**config.mk**
```make
export PLATFORM = sky130hd
export DESIGN_NAME = gtg_cordic_cell
export DESIGN_NICKNAME = d
export VERILOG_FILES = /design/src/rtl/core/gtg_pkg.sv /design/src/rtl/core/gtg_cordic_cell.sv
export SDC_FILE = /design/constraint.sdc
export NUM_CORES = 1
export LEC_CHECK = 0
export BUFFER_PORTS_ARGS = -buffer_cell sky130_fd_sc_hd__buf_4
export CORE_ASPECT_RATIO = 1.25
export CORE_MARGIN = 2
export CORE_UTILIZATION = 38
export CTS_BUF_LIST = sky130_fd_sc_hd__clkbuf_4 sky130_fd_sc_hd__clkbuf_8
export CTS_CLUSTER_DIAMETER = 80
export DETAILED_ROUTE_END_ITERATION = 12
export GPL_ROUTABILITY_DRIVEN = 0
export HOLD_SLACK_MARGIN = 0.03
export PLACE_DENSITY_LB_ADDON = 0.12
export SYNTH_ARGS = -nofsm -noshare
export SYNTH_HDL_FRONTEND = slang
export SYNTH_SLANG_ARGS = --single-unit
```
**constraint.sdc**
```tcl
create_clock -name clk -period 5.49 [get_ports clk]
set_input_delay 0.8235 -clock clk [delete_from_list [all_inputs] [get_ports clk]]
set_output_delay 0.8235 -clock clk [all_outputs]
set_load 0.005 [all_outputs]
```
**src/rtl/core/gtg_pkg.sv**
```systemverilog
package gtg_pkg;

    // Default build parameters
    localparam int CORDIC_STAGES_DEF = 16;
    localparam int DATA_WIDTH_DEF    = 16;

    // Extra bits on the CORDIC x/y words beyond DATA_WIDTH (Q7 integer part plus growth)
    localparam int XY_GUARD  = 10;
    // Angle word inside the CORDIC: Q.32 radians with room for pre-rotation and growth
    localparam int ANGLE_W   = 38;
    localparam int ATAN_ENTRIES = 24;

    // Configuration port
    localparam int CFG_IDX_W  = 4;
    localparam int CFG_DATA_W = 16;

    localparam logic signed [ANGLE_W-1:0] PI_Q32      = 38'sd13493037705;
    localparam logic signed [ANGLE_W-1:0] HALF_PI_Q32 = 38'sd6746518852;
    localparam int PI_Q13 = 25736;

    // atan(2^-i) in Q.32, rounded
    localparam logic [31:0] ATAN_Q32 [ATAN_ENTRIES] = '{
        32'd3373259426, 32'd1991351317, 32'd1052175346, 32'd534100635,
        32'd268086748,  32'd134174063,  32'd67103403,   32'd33553749,
        32'd16777131,   32'd8388597,    32'd4194303,    32'd2097152,
        32'd1048576,    32'd524288,     32'd262144,     32'd131072,
        32'd65536,      32'd32768,      32'd16384,      32'd8192,
        32'd4096,       32'd2048,       32'd1024,       32'd512
    };

    // Register reset values
    localparam logic [14:0] MAX_SPEED_RST   = 15'd2048;
    localparam logic [14:0] STOP_RADIUS_RST = 15'd102;

    typedef enum logic [CFG_IDX_W-1:0] {
        REG_GOAL_X      = 4'd0,
        REG_GOAL_Y      = 4'd1,
        REG_MAX_SPEED   = 4'd2,
        REG_STOP_RADIUS = 4'd3
    } cfg_reg_t;

    typedef struct packed {
        logic signed [15:0] goal_x;
        logic signed [15:0] goal_y;
        logic [14:0]        max_speed;
        logic [14:0]        stop_radius;
    } ctrl_cfg_t;

    typedef enum logic {
        CELL_ROTATE,
        CELL_VECTOR
    } cell_mode_t;

    // Clamp the stage count to the arctangent table
    function automatic int stage_count(input int stages);
        return (stages > ATAN_ENTRIES) ? ATAN_ENTRIES : stages;
    endfunction

    // Squared CORDIC gain in Q2.30, truncating at each stage
    function automatic longint unsigned gain_sq(input int stages);
        longint unsigned k;
        k = 64'd1 << 30;
        for (int i = 0; i < ATAN_ENTRIES; i++) begin
            if (i < stages) begin
                k = k + (k >> (2 * i));
            end
        end
        return k;
    endfunction

endpackage

```
**src/rtl/core/gtg_cordic_cell.sv**
```systemverilog
module gtg_cordic_cell
    import gtg_pkg::*;
#(
    parameter int         W     = DATA_WIDTH_DEF + XY_GUARD,
    parameter int         STAGE = 0,
    parameter cell_mode_t MODE  = CELL_ROTATE,
    parameter bit         PRE   = 1'b0
)
(
    input  logic                      clk,
    input  logic                      rst_n,
    input  logic                      in_valid,
    output logic                      in_ready,
    input  logic signed [W-1:0]       in_x,
    input  logic signed [W-1:0]       in_y,
    input  logic signed [ANGLE_W-1:0] in_z,
    output logic                      out_valid,
    input  logic                      out_ready,
    output logic signed [W-1:0]       out_x,
    output logic signed [W-1:0]       out_y,
    output logic signed [ANGLE_W-1:0] out_z
);

    localparam logic signed [ANGLE_W-1:0] ATAN_STEP =
        $signed({{(ANGLE_W-32){1'b0}}, ATAN_Q32[STAGE]});

    logic signed [W-1:0]       x_pre;
    logic signed [W-1:0]       y_pre;
    logic signed [ANGLE_W-1:0] z_pre;
    logic signed [W-1:0]       x_sh;
    logic signed [W-1:0]       y_sh;
    logic signed [W-1:0]       x_next;
    logic signed [W-1:0]       y_next;
    logic signed [ANGLE_W-1:0] z_next;
    logic                      valid_reg;
    logic signed [W-1:0]       x_reg;
    logic signed [W-1:0]       y_reg;
    logic signed [ANGLE_W-1:0] z_reg;
    logic                      load;

    always_comb
    begin
        // Vectoring entry: move a left-half vector to the right half, seed +-pi
        x_pre = in_x;
        y_pre = in_y;
        z_pre = in_z;
        if (MODE == CELL_VECTOR && PRE)
        begin
            z_pre = '0;
            if (in_x < 0)
            begin
                z_pre = (in_y >= 0) ? PI_Q32 : -PI_Q32;
                x_pre = -in_x;
                y_pre = -in_y;
            end
        end

        // One micro-rotation with floor shifts
        x_sh = x_pre >>> STAGE;
        y_sh = y_pre >>> STAGE;
        case (MODE)
            CELL_ROTATE:
            begin
                if (z_pre >= 0)
                begin
                    x_next = x_pre - y_sh;
                    y_next = y_pre + x_sh;
                    z_next = z_pre - ATAN_STEP;
                end
                else
                begin
                    x_next = x_pre + y_sh;
                    y_next = y_pre - x_sh;
                    z_next = z_pre + ATAN_STEP;
                end
            end
            default:
            begin
                if (y_pre >= 0)
                begin
                    x_next = x_pre + y_sh;
                    y_next = y_pre - x_sh;
                    z_next = z_pre + ATAN_STEP;
                end
                else
                begin
                    x_next = x_pre - y_sh;
                    y_next = y_pre + x_sh;
                    z_next = z_pre - ATAN_STEP;
                end
            end
        endcase
    end

    assign in_ready = !valid_reg || out_ready;
    assign load     = in_valid && in_ready;

    // Advance when the neighbor takes the word or the cell is empty
    always_ff @(posedge clk or negedge rst_n)
    begin
        if (!rst_n)
        begin
            valid_reg <= 1'b0;
        end
        else if (in_ready)
        begin
            valid_reg <= in_valid;
        end
    end

    always_ff @(posedge clk)
    begin
        if (load)
        begin
            x_reg <= x_next;
            y_reg <= y_next;
            z_reg <= z_next;
        end
    end

    assign out_valid = valid_reg;
    assign out_x     = x_reg;
    assign out_y     = y_reg;
    assign out_z     = z_reg;

endmodule

```
==> metrics.md, run 1 <==
| Metric | Value |
|---|---|
| Finished Core Util | 0.467 |
| Cell variety after synth | 65 |
| Synth warn | 0 |
| Fin Hold WS | 0.200 ns |
| Setup crit start | in_z[37] |
| CP Capture Type | flop |
| Die height | 172 um |
| DR vias/cell | 5.43 |
| Initial antenna violation count | 0 |
| Proportion of synthesized chip area in sequential cells | 0.315 |
| Max-slew headroom | 0.528 |
| First-pass GRT wire length | 38000 um |
| Clock Sinks | 90 |
| R2R depth | 3 |
| Netlist Area Pre-Place | 0.00856 mm^2 |
| Cells after Synth | 956 |
| Post-CTS setup buffer count | 0 |
| Core footprint | 0.0222 mm^2 |
| FF-to-FF End | out_y[5] |
| FF-to-FF setup slack | 3.41 ns |
| Period utilization | 0.863 |
| Initial Utilization | 0.385 |
| Largest net degree at the start of global routing | 52 |
| Overall Power | 2.26 mW |
| Die Area | 0.0238 mm^2 |
| DR iter-0 viols | 333 |
| CTS Buf Count | 9 |
| Drt wl/cell | 17.3 um |
| Final Hold Violating Endpoints | 0 |
| Via count | 7666 |
| Drt drc | 0 |
| Hold WC Path Type | primary input to async pin |
| Ratio of cells with drive above 1 in the final layout | 0.200 |
| Post-CTS sizing | 0 |
| CP Launch Type | primary input |
| Width of the die | 138 um |
| Worst EP arrival | 4.87 ns |
| Synth Flop Type | edfxtp_1 |
| P&R area growth vs syn | 21.2% |
| Crit path required time | 5.62 ns |
| Max-slew violations | 0 |
| Drt first pass iters | 5 |
| Final setup fails | 0 |
| N_diodes | 0 |
| WL final | 24400 um |
| Worst vdd ir | 0.105 mV |
| Worst Skew | 0.00788 ns |
| CTS tree | done |
| RSZ-0062 raised after global routing | no |
| Max Clock Freq | 211 MHz |
| Filler cell count | 2194 |
| Status | finished clean |
| Total Nets Final | 1332 |
| Final worst path period need | 4.74 ns |
| Hpwl dp | 19500 um |
| PortBufs | 185 |
| Max Cap Viol | 0 |
| Clk buf depth | 2 |
| Remaining Overflow, GRT | 0 |
| H-tree depth | 3 |
| Vias in the first global route | 7419 |
| Worst setup path end | out_z[36] |
| Least-Margin Pin Slew | 0.708 ns |
| GRT Util Overall | 0.200 |
| Post-synth EDFFs | 89 |
| Syn Nets | 1165 |
| R2R Path Start | out_valid |
| I/O pin cnt | 186 |
| Worst-Skew Late Latency | 0.38 ns |
| Area taken by flip-flops and latches | 0.00270 mm^2 |
| Pwr dens | 218 mW/mm^2 |
| Cell Rows | 61 |
| Worst Path Max Fanout | 42 |
| Final Cell Area | 0.0104 mm^2 |
| Static Leakage | 4.55 nW |
| Multi-input logic area | 0.00537 mm^2 |
| Avg Cell Area, Syn | 8.96 um^2 |
| CP Class | primary input to flop |
| Asr flop ratio synth | 0.0111 |
| Final ANT Viol Nets | 0 |
| Number of synthesized register bits | 90 |
| Root Buffer | clkbuf_8 |
| Worst-path clk slew | 0.10 ns |
| Final TNS setup | 0 ns |
| Placed cell area | 0.0102 mm^2 |
| Post-CTS Hold Fix Bufs | 0 |
flip-flops by register name, indices dropped and copies added, names as in the netlist:
name	flops
out_z	38
out_y	26
out_x	25
out_valid	1
critical path: stages:
cell and delay, ns:
buf_4 0.13, inv_1 0.07, ha_1 0.17, nor4b_1 0.36, nand4_1 0.21, nor3_1 0.22
nand2b_2 0.17, buf_4 0.37, buf_4 0.51, ha_1 0.36, a21oi_1 0.16, nor2b_1 0.06
o21ai_0 0.17, nand2b_1 0.09, or3_1 0.32, a31o_1 0.21, a31o_1 0.20, a21oi_1 0.16
xor2_1 0.08
how the worst min path moves through the flow:
stage / depth (start not counted) / slack, ns / start / end
global route: 1 / 0.16 / rst_n / out_valid
floorplan: 0 / 0.53 / rst_n / out_valid
detailed placement: 2 / 0.54 / out_valid / out_valid
CTS: 1 / 0.17 / rst_n / out_valid
global placement: 2 / 0.52 / out_valid / out_valid
finish: 1 / 0.20 / rst_n / out_valid
layout by cell type, fill, tap and decap left out, types with 13 or more instances in the layout:
cell | Yosys | layout
a21o_1 | 27 | 27
a21oi_1 | 115 | 115
a31oi_1 | 13 | 13
buf_4 | 2 | 190
edfxtp_1 | 89 | 89
ha_1 | 111 | 111
inv_1 | 93 | 92
nand2_1 | 54 | 54
nand2b_1 | 16 | 15
nand4_1 | 15 | 15
nor2_1 | 57 | 57
nor3_1 | 18 | 18
o21ai_0 | 61 | 61
o21bai_1 | 20 | 20
xnor2_1 | 71 | 71
xor2_1 | 13 | 13
final cells by class:
type	instances	share of cell area
clock buffers	9	0.0119
clock inverters	7	0.00506
inverters	93	0.0336
multi-input cells	739	0.518
flip-flops and latches	90	0.260
well taps	283	0.0341
repair buffers	190	0.137
through the flow:
stage | setup slack (ns) | std cells
final | 0.754 | 1411
after global routing | 0.476 | 1411
after CTS | 0.740 | 1411
after detailed placement | 0.328 | 1395
after global placement | 0.338 | 1395
after floorplan | 0.589 | 956
logic make-up (layout without fill, tap and decap cells):
kind of cell,after synthesis,count (layout),share of synthesized area
xor gates and xnor gates,84,84,0.0859
and+or+nand+nor,211,211,0.120
DFF,90,90,0.315
buffers and inverters,127,299,0.0579
muxes,11,11,0.0129
adders and majority gates,115,115,0.172
AOI/OAI and AO/OA,318,318,0.237
where the power goes:
part / switching (mW) / total, mW / internal [mW]
Clock: 0.272 / 0.440 / 0.168
Sequential: 0.0229 / 0.899 / 0.876
Combinational: 0.507 / 0.918 / 0.411
Total: 0.802 / 2.26 / 1.46
cells in the mapped netlist (all sizes together) (13+ instances only):
cell type / number / share of area
a21oi: 117 / 0.069
nand2b: 16 / 0.012
nand4: 15 / 0.011
edfxtp: 89 / 0.31
buf: 14 / 0.0083
nor2: 57 / 0.025
a31oi: 15 / 0.012
o21bai: 21 / 0.019
o21ai: 71 / 0.042
ha: 111 / 0.16
clkbuf: 20 / 0.0088
xnor2: 71 / 0.073
nand2: 54 / 0.024
nor3: 18 / 0.011
inv: 93 / 0.041
a21o: 27 / 0.024
xor2: 13 / 0.013
metal layers:
| metal | vias to the layer above | part of all wire | global-route usage | wire (um) |
|---|---|---|---|---|
| met5 | - | 0 | 0 | 0 |
| met4 | 0 | 0.018 | 0.0555 | 436 |
| met3 | 32 | 0.049 | 0.0273 | 1200 |
| met2 | 240 | 0.52 | 0.375 | 12600 |
| met1 | 3601 | 0.42 | 0.240 | 10100 |
| li1 | 3793 | - | - | - |
Power figures use the tool's default switching activity.
==> run 2: changes to the inputs <==
CORE_MARGIN = not set   (was 2)
==> metrics.md, run 2 (synthesized netlist as in run 1, its figures left out) <==
| Metric | Value |
|---|---|
| Cell Rows | 61 |
| Final worst path period need | 4.81 ns |
| Via count | 7640 |
| CTS Buf Count | 9 |
| Largest net degree at the start of global routing | 48 |
| Total Nets Final | 1334 |
| PortBufs | 185 |
| P&R area growth vs syn | 21.7% |
| Worst-path clk slew | 0.10 ns |
| DR vias/cell | 5.41 |
| Clk buf depth | 2 |
| N_diodes | 0 |
| Status | finished clean |
| Period utilization | 0.877 |
| CP Launch Type | primary input |
| Final ANT Viol Nets | 0 |
| Final Hold Violating Endpoints | 0 |
| Worst vdd ir | 0.102 mV |
| DR iter-0 viols | 413 |
| CTS tree | done |
| CP max-delay cell | ha_1 |
| Worst EP arrival | 4.95 ns |
| R2R depth | 3 |
| DP Worst Slack | 0.237 ns |
| H-tree depth | 3 |
| CP Class | primary input to flop |
| Post-CTS setup buffer count | 0 |
| Area taken by flip-flops and latches | 0.00270 mm^2 |
| Critical path's largest stage delay | 0.55 ns |
| Max Cap Viol | 0 |
| Final setup fails | 0 |
| Commonest non-fill, non-tap cell in the layout | buf_4 |
| Pwr dens | 221 mW/mm^2 |
| Initial antenna violation count | 0 |
| Drt first pass iters | 5 |
| Die Area | 0.0231 mm^2 |
| Remaining Overflow, GRT | 0 |
| Max-slew headroom | 0.572 |
| CP Capture Type | flop |
| Post-CTS sizing | 0 |
| Final TNS setup | 0 ns |
| Initial Utilization | 0.385 |
| Static Leakage | 4.56 nW |
| Die height | 170 um |
| Multi-input logic area | 0.00537 mm^2 |
| Core footprint | 0.0222 mm^2 |
| Least-Margin Pin Slew | 0.642 ns |
| Vias in the first global route | 7422 |
| Drt wl/cell | 17.2 um |
| WL final | 24400 um |
| Clock Sinks | 90 |
| Max reg flops | 38 |
| Commonest cells after routing, fill and taps aside | 192 x buf_4, 115 x a21oi_1, 111 x ha_1 |
| Ratio of cells with drive above 1 in the final layout | 0.201 |
| Width of the die | 136 um |
| Root Buffer | clkbuf_8 |
| First-pass GRT wire length | 37800 um |
| RSZ-0062 raised after global routing | no |
| Crit-path cells | buf_4 > inv_1 > ha_1 > nor4b_1 > nand4_1 > nor3_1 > nand2b_2 > clkinv_1 > ha_1 > a21o_1 > a21oi_2 > a32oi_1 > a221o_1 > a31oi_2 > o21ai_2 > a31o_1 > a31o_1 > a21oi_1 > xor2_1 |
| Max Clock Freq | 208 MHz |
| Worst Skew | 0.00670 ns |
| Crit path required time | 5.63 ns |
| Post-CTS Hold Fix Bufs | 0 |
| Worst-Skew Late Latency | 0.37 ns |
| I/O pin cnt | 186 |
| Drt drc | 0 |
| GRT Util Overall | 0.210 |
| Max-slew violations | 0 |
| Worst Path Max Fanout | 13 |
| Hold WC Path Type | primary input to async pin |
| Worst Slack Setup Final | 0.675 ns |
| Filler cell count | 2204 |
| Hpwl dp | 19400 um |
[run 2: worst max-delay path, delay by kind of cell]
family	cells	cell delay, ns
adders and majority gates	2	0.71
buffers and inverters	3	0.60
and+or+nand+nor	4	0.86
AOI/OAI and AO/OA	9	1.87
xor gates and xnor gates	1	0.08
[run 2: layer usage]
| metal | wire (um) | GRT usage | part of all wire | vias up |
|---|---|---|---|---|
| met5 | 0 | 0 | 0 | - |
| met4 | 382 | 0.0575 | 0.016 | 0 |
| met3 | 1290 | 0.0229 | 0.053 | 25 |
| met2 | 12700 | 0.391 | 0.52 | 243 |
| met1 | 10000 | 0.251 | 0.41 | 3577 |
| li1 | - | - | - | 3795 |
[run 2: layout make-up]
| cell class | count | area share |
|---|---|---|
| Tap cell | 283 | 0.0340 |
| Timing Repair Buffer | 192 | 0.138 |
| Sequential cell | 90 | 0.259 |
| Clock buffer | 9 | 0.0119 |
| Clock inverter | 7 | 0.00745 |
| Multi-Input combinational cell | 739 | 0.516 |
| Inverter | 93 | 0.0335 |
[run 2: power by group]
part / internal, mW / switching [mW] / leakage, nW
Sequential: 0.876 / 0.0221 / 0.858
Clock: 0.215 / 0.275 / 0.0954
Combinational: 0.412 / 0.507 / 3.61
Total: 1.50 / 0.804 / 4.56
[run 2: worst paths after layout]
| kind | startpoint | endpoint | slack [ns] |
|---|---|---|---|
| max in group asynchronous | rst_n | out_valid | 5.21 |
| setup / recovery | in_z[37] | out_z[36] | 0.68 |
| hold / removal | rst_n | out_valid | 0.20 |
| setup reg to reg | out_valid | out_x[19] | 3.41 |
| hold reg to reg | out_valid | out_valid | 0.55 |
| min in group clk | out_valid | out_valid | 0.55 |
[run 2: through the flow]
stage / hold slack [ns] / cells / power, mW / area, um^2 / utilization
global placement: 0.526 / 1397 / 1.83 / 10200 / 0.460
detailed placement: 0.533 / 1397 / 1.83 / 10200 / 0.460
global route: 0.173 / 1413 / 2.44 / 10400 / 0.469
floorplan: 0.528 / 956 / 1.48 / 8560 / -
finish: 0.198 / 1413 / 2.31 / 10400 / 0.469
CTS: 0.164 / 1413 / 2.33 / 10400 / 0.469
