### src/rtl/core/gtg_pkg.sv
package gtg_pkg;

    // Default build parameters
    localparam int CORDIC_STAGES_DEF = 16;
    localparam int DATA_WIDTH_DEF    = 16;

    // Extra bits on the CORDIC x/y words beyond DATA_WIDTH (Q7 integer part plus growth)
    localparam int XY_GUARD  = 10;
    // Angle word inside the CORDIC: Q.32 radians with room for pre-rotation and growth
    localparam int ANGLE_W   = 38;
    localparam int ATAN_ENTRIES = 24;

    // Configuration port
    localparam int CFG_IDX_W  = 4;
    localparam int CFG_DATA_W = 16;

    localparam logic signed [ANGLE_W-1:0] PI_Q32      = 38'sd13493037705;
    localparam logic signed [ANGLE_W-1:0] HALF_PI_Q32 = 38'sd6746518852;
    localparam int PI_Q13 = 25736;

    // atan(2^-i) in Q.32, rounded
    localparam logic [31:0] ATAN_Q32 [ATAN_ENTRIES] = '{
        32'd3373259426, 32'd1991351317, 32'd1052175346, 32'd534100635,
        32'd268086748,  32'd134174063,  32'd67103403,   32'd33553749,
        32'd16777131,   32'd8388597,    32'd4194303,    32'd2097152,
        32'd1048576,    32'd524288,     32'd262144,     32'd131072,
        32'd65536,      32'd32768,      32'd16384,      32'd8192,
        32'd4096,       32'd2048,       32'd1024,       32'd512
    };

    // Register reset values
    localparam logic [14:0] MAX_SPEED_RST   = 15'd2048;
    localparam logic [14:0] STOP_RADIUS_RST = 15'd102;

    typedef enum logic [CFG_IDX_W-1:0] {
        REG_GOAL_X      = 4'd0,
        REG_GOAL_Y      = 4'd1,
        REG_MAX_SPEED   = 4'd2,
        REG_STOP_RADIUS = 4'd3
    } cfg_reg_t;

    typedef struct packed {
        logic signed [15:0] goal_x;
        logic signed [15:0] goal_y;
        logic [14:0]        max_speed;
        logic [14:0]        stop_radius;
    } ctrl_cfg_t;

    typedef enum logic {
        CELL_ROTATE,
        CELL_VECTOR
    } cell_mode_t;

    // Clamp the stage count to the arctangent table
    function automatic int stage_count(input int stages);
        return (stages > ATAN_ENTRIES) ? ATAN_ENTRIES : stages;
    endfunction

    // Squared CORDIC gain in Q2.30, truncating at each stage
    function automatic longint unsigned gain_sq(input int stages);
        longint unsigned k;
        k = 64'd1 << 30;
        for (int i = 0; i < ATAN_ENTRIES; i++) begin
            if (i < stages) begin
                k = k + (k >> (2 * i));
            end
        end
        return k;
    endfunction

endpackage

### src/rtl/core/gtg_back.sv
module gtg_back
    import gtg_pkg::*;
#(
    parameter int DATA_WIDTH    = DATA_WIDTH_DEF,
    parameter int CORDIC_STAGES = CORDIC_STAGES_DEF
)
(
    input  logic                                  clk,
    input  logic                                  rst_n,
    input  ctrl_cfg_t                             cfg,
    input  logic                                  in_valid,
    output logic                                  in_ready,
    input  logic signed [DATA_WIDTH+XY_GUARD-1:0] in_x,
    input  logic signed [ANGLE_W-1:0]             in_z,
    output logic                                  out_valid,
    input  logic                                  out_ready,
    output logic [14:0]                           linear_speed,
    output logic signed [15:0]                    angular_cmd
);

    localparam int W  = DATA_WIDTH + XY_GUARD;
    localparam int N  = stage_count(CORDIC_STAGES);
    localparam longint unsigned K2  = gain_sq(N);
    localparam longint unsigned INV = (64'd1 << 50) / K2;
    localparam int IW = $clog2(INV + 1);
    localparam int PW = W - 1 + IW;
    localparam int RND_POS = DATA_WIDTH + 9;
    localparam int MW = PW - RND_POS;
    localparam int AW13 = ANGLE_W - 19;
    localparam logic [IW-1:0] INV_C = IW'(INV);
    localparam logic [PW:0]   RND_C = (PW+1)'(1) << RND_POS;
    localparam logic signed [AW13-1:0] PI_HI = AW13'(PI_Q13);
    localparam logic signed [AW13-1:0] PI_LO = -AW13'(PI_Q13);
    localparam logic signed [ANGLE_W-1:0] ANG_RND = ANGLE_W'(1) <<< 18;

    logic                      valid_a_reg;
    logic [PW-1:0]             prod_reg;
    logic signed [ANGLE_W-1:0] ang_reg;
    logic                      valid_b_reg;
    logic [14:0]               speed_reg;
    logic signed [15:0]        angle_reg;
    logic                      ready_a;
    logic                      ready_b;
    logic [PW-1:0]             prod_next;
    logic [PW:0]               sum;
    logic [MW-1:0]             mag;
    logic [14:0]               speed_sat;
    logic signed [ANGLE_W-1:0] ang_t;
    logic signed [AW13-1:0]    ang13;
    logic signed [AW13-1:0]    ang_clamp;
    logic [14:0]               speed_next;
    logic signed [15:0]        angle_next;

    // Stage A: remove the squared gain (x is never negative after vectoring)
    assign prod_next = PW'(in_x[W-2:0]) * PW'(INV_C);

    assign ready_b  = !valid_b_reg || out_ready;
    assign ready_a  = !valid_a_reg || ready_b;
    assign in_ready = ready_a;

    always_ff @(posedge clk or negedge rst_n)
    begin
        if (!rst_n)
        begin
            valid_a_reg <= 1'b0;
            valid_b_reg <= 1'b0;
        end
        else
        begin
            if (ready_a)
            begin
                valid_a_reg <= in_valid;
            end
            if (ready_b)
            begin
                valid_b_reg <= valid_a_reg;
            end
        end
    end

    always_ff @(posedge clk)
    begin
        if (in_valid && ready_a)
        begin
            prod_reg <= prod_next;
            ang_reg  <= in_z;
        end
    end

    // Stage B: round, saturate, clamp the bearing, apply the stop radius
    always_comb
    begin
        sum       = {1'b0, prod_reg} + RND_C;
        mag       = sum[PW:RND_POS+1];
        speed_sat = (mag > MW'(cfg.max_speed)) ? cfg.max_speed : mag[14:0];

        ang_t = ang_reg + ANG_RND;
        ang13 = AW13'(ang_t >>> 19);
        if (ang13 > PI_HI)
        begin
            ang_clamp = PI_HI;
        end
        else if (ang13 < PI_LO)
        begin
            ang_clamp = PI_LO;
        end
        else
        begin
            ang_clamp = ang13;
        end

        if (speed_sat < cfg.stop_radius)
        begin
            speed_next = '0;
            angle_next = '0;
        end
        else
        begin
            speed_next = speed_sat;
            angle_next = ang_clamp[15:0];
        end
    end

    always_ff @(posedge clk)
    begin
        if (valid_a_reg && ready_b)
        begin
            speed_reg <= speed_next;
            angle_reg <= angle_next;
        end
    end

    assign out_valid    = valid_b_reg;
    assign linear_speed = speed_reg;
    assign angular_cmd  = angle_reg;

endmodule

### config.mk
export PLATFORM = sky130hd
export DESIGN_NAME = gtg_back
export DESIGN_NICKNAME = d
export VERILOG_FILES = /design/src/rtl/core/gtg_pkg.sv /design/src/rtl/core/gtg_back.sv
export SDC_FILE = /design/constraint.sdc
export NUM_CORES = 1
export LEC_CHECK = 0
export ABC_AREA = 1
export BUFFER_PORTS_ARGS = -buffer_cell sky130_fd_sc_hd__buf_2
export CELL_PAD_IN_SITES_DETAIL_PLACEMENT = 1
export CELL_PAD_IN_SITES_GLOBAL_PLACEMENT = 1
export CORE_UTILIZATION = 47
export DETAILED_ROUTE_END_ITERATION = 8
export HOLD_SLACK_MARGIN = 0.02
export PLACE_DENSITY = 0.87
export SLEW_MARGIN = 20
export SYNTH_ARGS = -nofsm -noshare
export SYNTH_HDL_FRONTEND = slang
export SYNTH_SLANG_ARGS = --single-unit
### constraint.sdc
create_clock -name clk -period 4.9 [get_ports clk]
set_clock_uncertainty 0.2 [all_clocks]
set_input_delay 0.245 -clock clk [delete_from_list [all_inputs] [get_ports clk]]
set_output_delay 0.245 -clock clk [all_outputs]
set_load 0.01 [all_outputs]
==> results.json, run 1 <==
{
  "seq_area_frac_synth_pct": 16.4,
  "async_flop_share_pct": 2.78,
  "core_sq_um": 27200,
  "postPlaceCellArea_sq_um": 15300,
  "dr_total_vias": 11800,
  "ioPinCount": 163,
  "dieArea_sq_um": 28500,
  "first_global_vias": 13300,
  "dp_slack_ns": -0.981,
  "synth-seq-cells": 72,
  "start_util_pct": 48.2,
  "antenna_cells": 0,
  "grt_pass1_wl_microns": 72300,
  "worst_pin_slew_ns": 0.648,
  "hold_viol_final": 0,
  "cts_root_buf": "clkbuf_16",
  "synth_top_area_share_pct": 29.5,
  "syn2layout_area_growth_pct": 27.6,
  "worst_slack_ns": -0.765,
  "rsz0062_at_grt": "yes",
  "timing.hold.ws_ns": 0.251,
  "grt_max_degree": 40,
  "fp.dieH_microns": 169,
  "antenna_found_initial": 0,
  "clk_pin_slew_ns": 0.06,
  "largest_reg_flops": 20,
  "nNetsFinal": 2266,
  "crit_arrival_ns": 5.55,
  "crit_path_end_kind": "flop",
  "yosysMostFrequentCell": "inv_1",
  "drc": 0,
  "drv_cap": 0,
  "final_area_sq_um": 16700,
  "final_util_pct": 61.5,
  "post_drt_wl_per_cell_microns": 24.1,
  "grt_overflow": 0,
  "dr.pass1.iters": 5,
  "routed_wl_microns": 50700,
  "final-setup-viol-count": 19,
  "critPathKind": "input port to flop",
  "cp.required_ns": 4.79,
  "ys.flop_type": "edfxtp_1",
  "cts_sinks": 72,
  "yosysWarnings": 0,
  "n_fill_cell": 3060,
  "fp.dieW_microns": 169,
  "crit_path_start_kind": "input port",
  "io_buffers": 111,
  "globalplace.congestion": 0.898,
  "max_freq_ghz": 0.177,
  "insertion_delay_ns": 0.34,
  "drtIter0Drc": 859,
  "synth_area_leaders": "fa_1 30%, ha_1 21%, edfxtp_1 16%",
  "hp-class": "input port to flop",
  "finalMaxSlewViolations": 0,
  "cts_max_level": 3,
  "yosysUniqueCellTypes": 45,
  "status": "finished, violations left",
  "synthCells": 1424,
  "slew_headroom_pct": 56.4,
  "period_share_pct": 116,
  "viasPerCell": 5.62,
  "dp_hpwl_microns": 36200,
  "syn_nets": 1966,
  "cts_tree": "yes",
  "netlist_area_sq_um": 13100,
  "rr_worst_depth": 25,
  "clk_path_buf_depth": 2,
  "violations": "negative setup slack",
  "synth.largest_area_cell": "fa_1",
  "worstPathMaxFanout": 5,
  "fp-row-count": 60,
  "layout_min_cycle_time_ns": 5.66,
  "hold_depth": 4,
  "grt_usage_pct": 33.5,
  "avgSynthCellArea_sq_um": 9.20,
  "synth-edff-count": 70,
  "final_antenna_net_count": 0,
  "cts-buffers-inserted": 9,
  "ys_top_cells_by_count": "382 x inv_1, 219 x ha_1, 193 x fa_1, 170 x nand2_1, 90 x nor2_1",
  "drive_above_1_share_pct": 26.7
}
==> path summary, 6_finish.rpt <==
kind                               from               end  slack (ns)
max                            in_x[15]      prod_reg[41]       -0.76
min                             cfg[25]  linear_speed[10]        0.25
max reg2reg                prod_reg[33]    angular_cmd[1]        0.20
min reg2reg                 valid_a_reg         out_valid        0.34
max in group asynchronous         rst_n       valid_a_reg        3.76
min in group asynchronous         rst_n         out_valid        0.60
==> critical path: stages <==
cell	delay, ns
buf_2	0.15
fa_1	0.58
fa_1	0.46
fa_2	0.67
fa_1	0.47
fa_1	0.55
inv_1	0.06
fa_1	0.54
inv_1	0.05
ha_1	0.42
a21oi_1	0.15
o21ai_0	0.55
nor2_1	0.21
a21oi_4	0.21
a21oi_2	0.09
xor2_1	0.16
==> logic make-up after synthesis <==
kind of cell / Yosys count / synth area share (%)
fa+ha+maj: 412 / 50.4
buf+inv: 394 / 11.5
simple gates: 358 / 12.1
compound gates: 143 / 6.50
flops: 72 / 16.4
xor+xnor: 45 / 3.01
==> placed cells by master (no fill, tap or decap), types with 4 or more instances in the layout <==
master,synthesis,layout
nor2_1,90,79
ha_4,0,13
inv_2,7,30
nor2_4,1,9
fa_2,0,11
nand3_1,32,27
nor3_2,3,5
nand2_4,1,12
xnor2_1,11,8
nor2_2,5,8
o21ai_1,2,6
nand2_2,4,18
edfxtp_1,70,70
a21oi_1,55,32
clkbuf_16,0,9
buf_6,4,16
clkinvlp_4,0,7
a21boi_0,8,8
nand3_2,4,6
a31oi_1,10,4
a21boi_1,6,6
nor3_1,18,14
a31oi_4,0,4
buf_4,0,143
o21ai_0,37,26
a21o_1,5,5
nand4_1,19,19
inv_1,382,352
buf_2,0,106
a21oi_4,0,7
fa_1,193,182
o21a_1,4,4
nor3_4,2,4
buf_8,0,4
dlygate4sd3_1,0,24
a21oi_2,1,17
xor2_1,34,32
nand2_1,170,145
o21ai_2,0,7
ha_1,219,204
==> per-layer routing <==
metal | wire length [microns] | share of wire (%) | up-vias | GRT usage (%)
li1 | - | - | 5069 | -
met1 | 18100 | 36 | 5911 | 35.2
met2 | 26300 | 52 | 564 | 63.7
met3 | 2790 | 5.5 | 263 | 5.19
met4 | 3510 | 6.9 | 0 | 18.1
met5 | 0 | 0 | - | 0
==> layout make-up <==
class	count	area (sq um)	share of cell area [%]
multi-input cells	958	10200	61.1
flip-flops and latches	72	2150	12.9
repair buffers	294	2090	12.5
inverters	389	1490	8.90
well taps	372	465	2.79
clock buffers	12	236	1.42
clock inverters	4	68.8	0.412
==> metrics by stage <==
step	TNS, ns	cells
global placement	-9.00	2038
floorplan	-2.09	1424
CTS	-6.35	2087
finish	-11.62	2101
global route	-13.14	2101
detailed placement	-14.96	2038
==> timing repair <==
item / in CTS / in global routing
hold buffers: 24 / 0
setup endpoints to repair: 48 / 50
gates resized for setup: 76 / 90
hold endpoints to repair: 24 / 0
setup buffers: 11 / 16
pin swaps: 26 / 50
Power of run 1 is not shown: default switching activity piles up to over one toggle a cycle in this logic, so the estimate is an artifact.
==> inputs of run 2 (changes only) <==
--- a/config.mk
+++ b/config.mk
@@ -17,3 +17,4 @@
 export SYNTH_ARGS = -nofsm -noshare
 export SYNTH_HDL_FRONTEND = slang
 export SYNTH_SLANG_ARGS = --single-unit
+export TNS_END_PERCENT = 1
==> run 2 against run 1 <==
  * The flow still finishes with violations (negative setup slack)
  * Final area decreased by 3.5%
  * Routed wire length decreased by 17%
  * Non-clock buffer count decreased by 10
  * Hold slack got worse by 0.039 ns
  * Core utilization decreased by 2.1 points
  * Register-to-register slack improved by 0.14 ns
  * Critical path depth increased by 8
  * Final cell count decreased by 0.43%
  * Die area unchanged
  * Sequential cell count unchanged
  * Via count decreased by 7.3%
  * Sequential share of layout area increased by 0.46 points
  * Critical path type unchanged
==> results.json, run 2 (synthesis results as in run 1) <==
{
  "status": "finished, violations left",
  "violations": "negative setup slack",
  "viasPerCell": 5.23,
  "rsz0062_at_grt": "yes",
  "period_share_pct": 113,
  "cts_root_buf": "clkbuf_16",
  "dr_total_vias": 10900,
  "fp.dieW_microns": 169,
  "worst_pin_slew_ns": 0.529,
  "post_drt_wl_per_cell_microns": 20.0,
  "grt_max_degree": 40,
  "cts_max_level": 3,
  "io_buffers": 111,
  "dieArea_sq_um": 28500,
  "final_common_cell": "inv_1",
  "slew_headroom_pct": 64.4,
  "layout_common_cells": "369 x inv_1, 207 x ha_1, 188 x fa_1",
  "final_antenna_net_count": 0,
  "core_sq_um": 27200,
  "drtIter0Drc": 382,
  "worst_slack_ns": -0.626,
  "grt_overflow": 0,
  "start_util_pct": 48.2,
  "crit_path_start_kind": "input port",
  "hold_viol_final": 0,
  "ioPinCount": 163,
  "crit_path_end_kind": "flop",
  "largest_reg_flops": 20,
  "finalMaxSlewViolations": 0,
  "critPathKind": "input port to flop",
  "cts_tree": "yes",
  "worstPathMaxFanout": 4,
  "cts-buffers-inserted": 9,
  "insertion_delay_ns": 0.35,
  "hp-class": "input port to flop",
  "grt_pass1_wl_microns": 65900,
  "fin_setup_tns_ns": -8.37,
  "clk_pin_slew_ns": 0.06,
  "syn2layout_area_growth_pct": 23.2,
  "max_freq_ghz": 0.181,
  "clk_path_buf_depth": 2,
  "crit_arrival_ns": 5.40,
  "final-setup-viol-count": 19,
  "drc": 0,
  "globalplace.congestion": 0.904,
  "layout_min_cycle_time_ns": 5.53,
  "grt_usage_pct": 30.1,
  "cp.required_ns": 4.78,
  "routed_wl_microns": 41900,
  "drv_cap": 0,
  "nNetsFinal": 2256,
  "cts_sinks": 72,
  "first_global_vias": 13000,
  "fp.dieH_microns": 169,
  "final_util_pct": 59.4,
  "dp_hpwl_microns": 36100,
  "antenna_found_initial": 1,
  "drive_above_1_share_pct": 22.4,
  "fp-row-count": 60,
  "dr.pass1.iters": 5
}
-- run 2: final cells by class --
type | instances | area (sq um)
Inverter | 389 | 1480
Multi-Input combinational cell | 958 | 9810
Antenna cell | 1 | 2.50
Timing Repair Buffer | 284 | 1930
Clock inverter | 4 | 28.8
Fill cell | 3167 | 11000
Clock buffer | 12 | 256
Tap cell | 372 | 465
Sequential cell | 72 | 2150
-- run 2: what timing repair did --
action                     4_1_cts  5_1_grt
gates cloned                     0        0
hold endpoints to repair        24        0
pin swaps                       12       14
buffers inserted                 5        5
hold buffers                    24        0
gates resized for setup         31       21
setup endpoints to repair       19       50
-- run 2: metrics by stage --
stage	setup WS [ns]	std cells	hold slack, ns	instance area [sq um]
floorplan	-0.294	1424	-0.251	13300
finish	-0.626	2092	0.213	16100
detailed placement	-0.979	2041	-0.169	15300
global placement	-0.600	2041	-0.170	15300
global route	-0.767	2092	0.219	16100
CTS	-0.433	2086	0.192	16000
-- run 2: worst paths after layout --
path	from	to	slack [ns]	depth (start not counted)
setup / recovery	in_x[9]	prod_reg[35]	-0.63	24
hold / removal	cfg[15]	linear_speed[0]	0.21	3
setup reg to reg	prod_reg[30]	angular_cmd[12]	0.34	24
hold reg to reg	valid_a_reg	out_valid	0.34	2
max in group asynchronous	rst_n	valid_a_reg	3.75	3
min in group asynchronous	rst_n	out_valid	0.61	3
-- run 2: layer usage --
metal  vias to the layer above  global-route usage [%]  share of wire (%)
li1                       5043                       -                  -
met2                       298                    59.4                 54
met3                       153                    4.02                3.2
met4                         0                    15.1                5.3
met1                      5453                    30.8                 37
met5                         -                       0                  0
-- run 2: critical path: stages --
cell and delay [ns]:
buf_2 0.13, clkinvlp_4 0.14, buf_4 0.16, fa_1 0.53, inv_1 0.06, fa_1 0.50, fa_2 0.57, fa_2 0.46
fa_1 0.49, inv_1 0.06, fa_1 0.50, inv_2 0.05, ha_4 0.31, nand2_2 0.09, nor2_1 0.10, nand2_1 0.06
inv_1 0.08, nand3_2 0.08, nand3_2 0.13, nand2_1 0.07, o211ai_1 0.14, a21oi_2 0.13, buf_4 0.15, xnor2_1 0.14
Power of run 2 is left out for the same reason.
==> inputs of run 3 (changes only) <==
--- a/config.mk
+++ b/config.mk
@@ -10,8 +10,10 @@
 export CELL_PAD_IN_SITES_DETAIL_PLACEMENT = 1
 export CELL_PAD_IN_SITES_GLOBAL_PLACEMENT = 1
 export CORE_UTILIZATION = 47
+export CTS_BUF_LIST = sky130_fd_sc_hd__clkbuf_2
 export DETAILED_ROUTE_END_ITERATION = 8
 export HOLD_SLACK_MARGIN = 0.02
+export MAX_ROUTING_LAYER = met4
 export PLACE_DENSITY = 0.87
 export SLEW_MARGIN = 20
 export SYNTH_ARGS = -nofsm -noshare
==> run 3 against run 2 <==
  * The run still ends with negative setup slack left
  * Fmax increased by 2.8%
  * Register-to-register slack got worse by 0.06 ns
  * Final area increased by 0.34%
  * Final cell count increased by 0.33%
  * Worst setup slack improved by 0.15 ns
  * Hold slack got worse by 0.17 ns
  * Non-clock buffer count increased by 7
  * Core utilization increased by 0.20 points
  * Sequential share of layout area about the same
  * First-iteration DRC count increased by 63%
  * Routed wire length increased by 7.0%
  * Critical path type unchanged
  * Highest routed layer unchanged
==> results.json, run 3 (synthesis results as in run 1) <==
{
  "cts_sinks": 72,
  "period_share_pct": 110,
  "status": "finished, violations left",
  "clk_pin_slew_ns": 0.21,
  "cp_cell_sequence": "buf_2 > clkinvlp_4 > fa_1 > inv_1 > fa_1 > fa_1 > fa_1 > fa_1 > inv_1 > fa_1 > inv_1 > ha_4 > nand2_2 > nor2_1 > nand2_2 > inv_2 > nand3_1 > nand3_2 > nand2_1 > o211ai_1 > a21oi_2 > buf_4 > xnor2_1",
  "clk_path_buf_depth": 2,
  "crit_slowest_cell": "fa_1",
  "grt_usage_pct": 31.5,
  "drc": 0,
  "drv_cap": 0,
  "dr.pass1.iters": 6,
  "slew_headroom_pct": 64.9,
  "core_sq_um": 27200,
  "critPathTopFamily": "adder cells",
  "worst_slack_ns": -0.478,
  "hp-class": "input port to flop",
  "final-setup-viol-count": 18,
  "dpl.cell_count": 2041,
  "ioPinCount": 163,
  "n_fill_cell": 3201,
  "crit_path_start_kind": "input port",
  "grt_pass1_wl_microns": 66800,
  "viasPerCell": 5.37,
  "crit_path_end_kind": "flop",
  "start_util_pct": 48.2,
  "largest_reg_flops": 20,
  "grt_overflow": 0,
  "routed_wl_microns": 44800,
  "hold_viol_final": 0,
  "violations": "negative setup slack",
  "cp_common_cell": "fa_1",
  "cp.required_ns": 4.99,
  "final_antenna_net_count": 0,
  "first_global_vias": 12800,
  "dieArea_sq_um": 28500,
  "nNetsFinal": 2263,
  "io_buffers": 111,
  "globalplace.congestion": 0.954,
  "met1_usage_pct": 32.6,
  "syn2layout_area_growth_pct": 23.6,
  "dp_hpwl_microns": 36300,
  "finalMaxSlewViolations": 0,
  "layout_common_cells": "360 x inv_1, 205 x ha_1, 183 x fa_1",
  "cp_num_buf_inv": 7,
  "critPathKind": "input port to flop",
  "drive_above_1_share_pct": 24.8,
  "grt.busiest_layer": "met2",
  "crit_arrival_ns": 5.47,
  "worstPathMaxFanout": 4,
  "insertion_delay_ns": 0.54,
  "fp.dieW_microns": 169,
  "cts_tree": "yes",
  "cts-buffers-inserted": 9,
  "fp.dieH_microns": 169,
  "cts_max_level": 3,
  "gr-usage-met2_pct": 61.7,
  "post_drt_wl_per_cell_microns": 21.3,
  "cts_root_buf": "clkbuf_2",
  "drtIter0Drc": 623,
  "grt_max_degree": 40,
  "worst_pin_slew_ns": 0.526,
  "max_freq_ghz": 0.186,
  "dp_slack_ns": -0.902,
  "max_stage_delay_ns": 0.57,
  "fp-row-count": 60,
  "antenna_found_initial": 1,
  "final_cells": 2099,
  "dr_total_vias": 11300,
  "gr-usage-met3_pct": 2.69,
  "final_common_cell": "inv_1",
  "rsz0062_at_grt": "yes",
  "regToRegSetupSlack_ns": 0.28,
  "layout_min_cycle_time_ns": 5.38
}
[run 3: cell types whose count changed in the layout (fill, tap and decap cells not counted), moves of 9 or more]
cell	previous run	this run
clkbuf_16	9	0
clkbuf_2	0	9
inv_1	369	360
inv_2	14	23
nand2_1	163	151
nand2_2	9	22
[run 3: per-stage QoR]
stage	util, %	hold WS [ns]	area (sq um)	TNS [ns]
after floorplan	-	-0.251	13300	-2.59
after global placement	56.5	-0.170	15300	-9.36
after detailed placement	56.5	-0.164	15300	-14.02
after CTS	58.5	0.0412	15900	-2.23
after global routing	59.6	0.0292	16200	-6.83
final	59.6	0.0381	16200	-5.57
[run 3: final timing paths]
path	endpoint	start	cells after the start
worst max-delay path	prod_reg[35]	in_x[6]	23
worst min-delay path	linear_speed[5]	cfg[20]	4
worst max register to register	linear_speed[9]	prod_reg[26]	24
worst min register to register	out_valid	valid_a_reg	2
max in group asynchronous	valid_a_reg	rst_n	3
min in group asynchronous	out_valid	rst_n	3
[run 3: tightest hold or removal path, cell delays in order]
cell      delay (ns)
buf_2           0.11
nand2_1         0.05
o21ai_1         0.08
a21boi_0        0.13
[run 3: layout make-up]
cell class              count  area, sq um  area share, %
repair buffers            291         2020           12.5
diodes                      1         2.50         0.0155
well taps                 372          465           2.88
clock inverters             7         78.8          0.487
flip-flops and latches     72         2150           13.3
inverters                 389         1480           9.16
multi-input cells         958         9940           61.4
clock buffers               9         45.0          0.278
[run 3: per-layer routing]
| metal | part of all wire (%) | routed length, microns | up-vias |
|---|---|---|---|
| met3 | 3.7 | 1640 | 145 |
| li1 | - | - | 5065 |
| met4 | 4.2 | 1880 | 0 |
| met5 | 0 | 0 | - |
| met2 | 54 | 24300 | 392 |
| met1 | 38 | 17000 | 5671 |
[run 3: timing repair]
| item | 4_1_cts | 5_1_grt |
|---|---|---|
| resized for setup | 35 | 66 |
| hold endpoints to repair | 25 | 0 |
| setup buffers | 8 | 6 |
| hold buffers | 27 | 0 |
| gates cloned | 0 | 0 |
| pin swaps | 28 | 31 |
| setup endpoints to repair | 15 | 49 |
Power of run 3 is left out for the same reason.
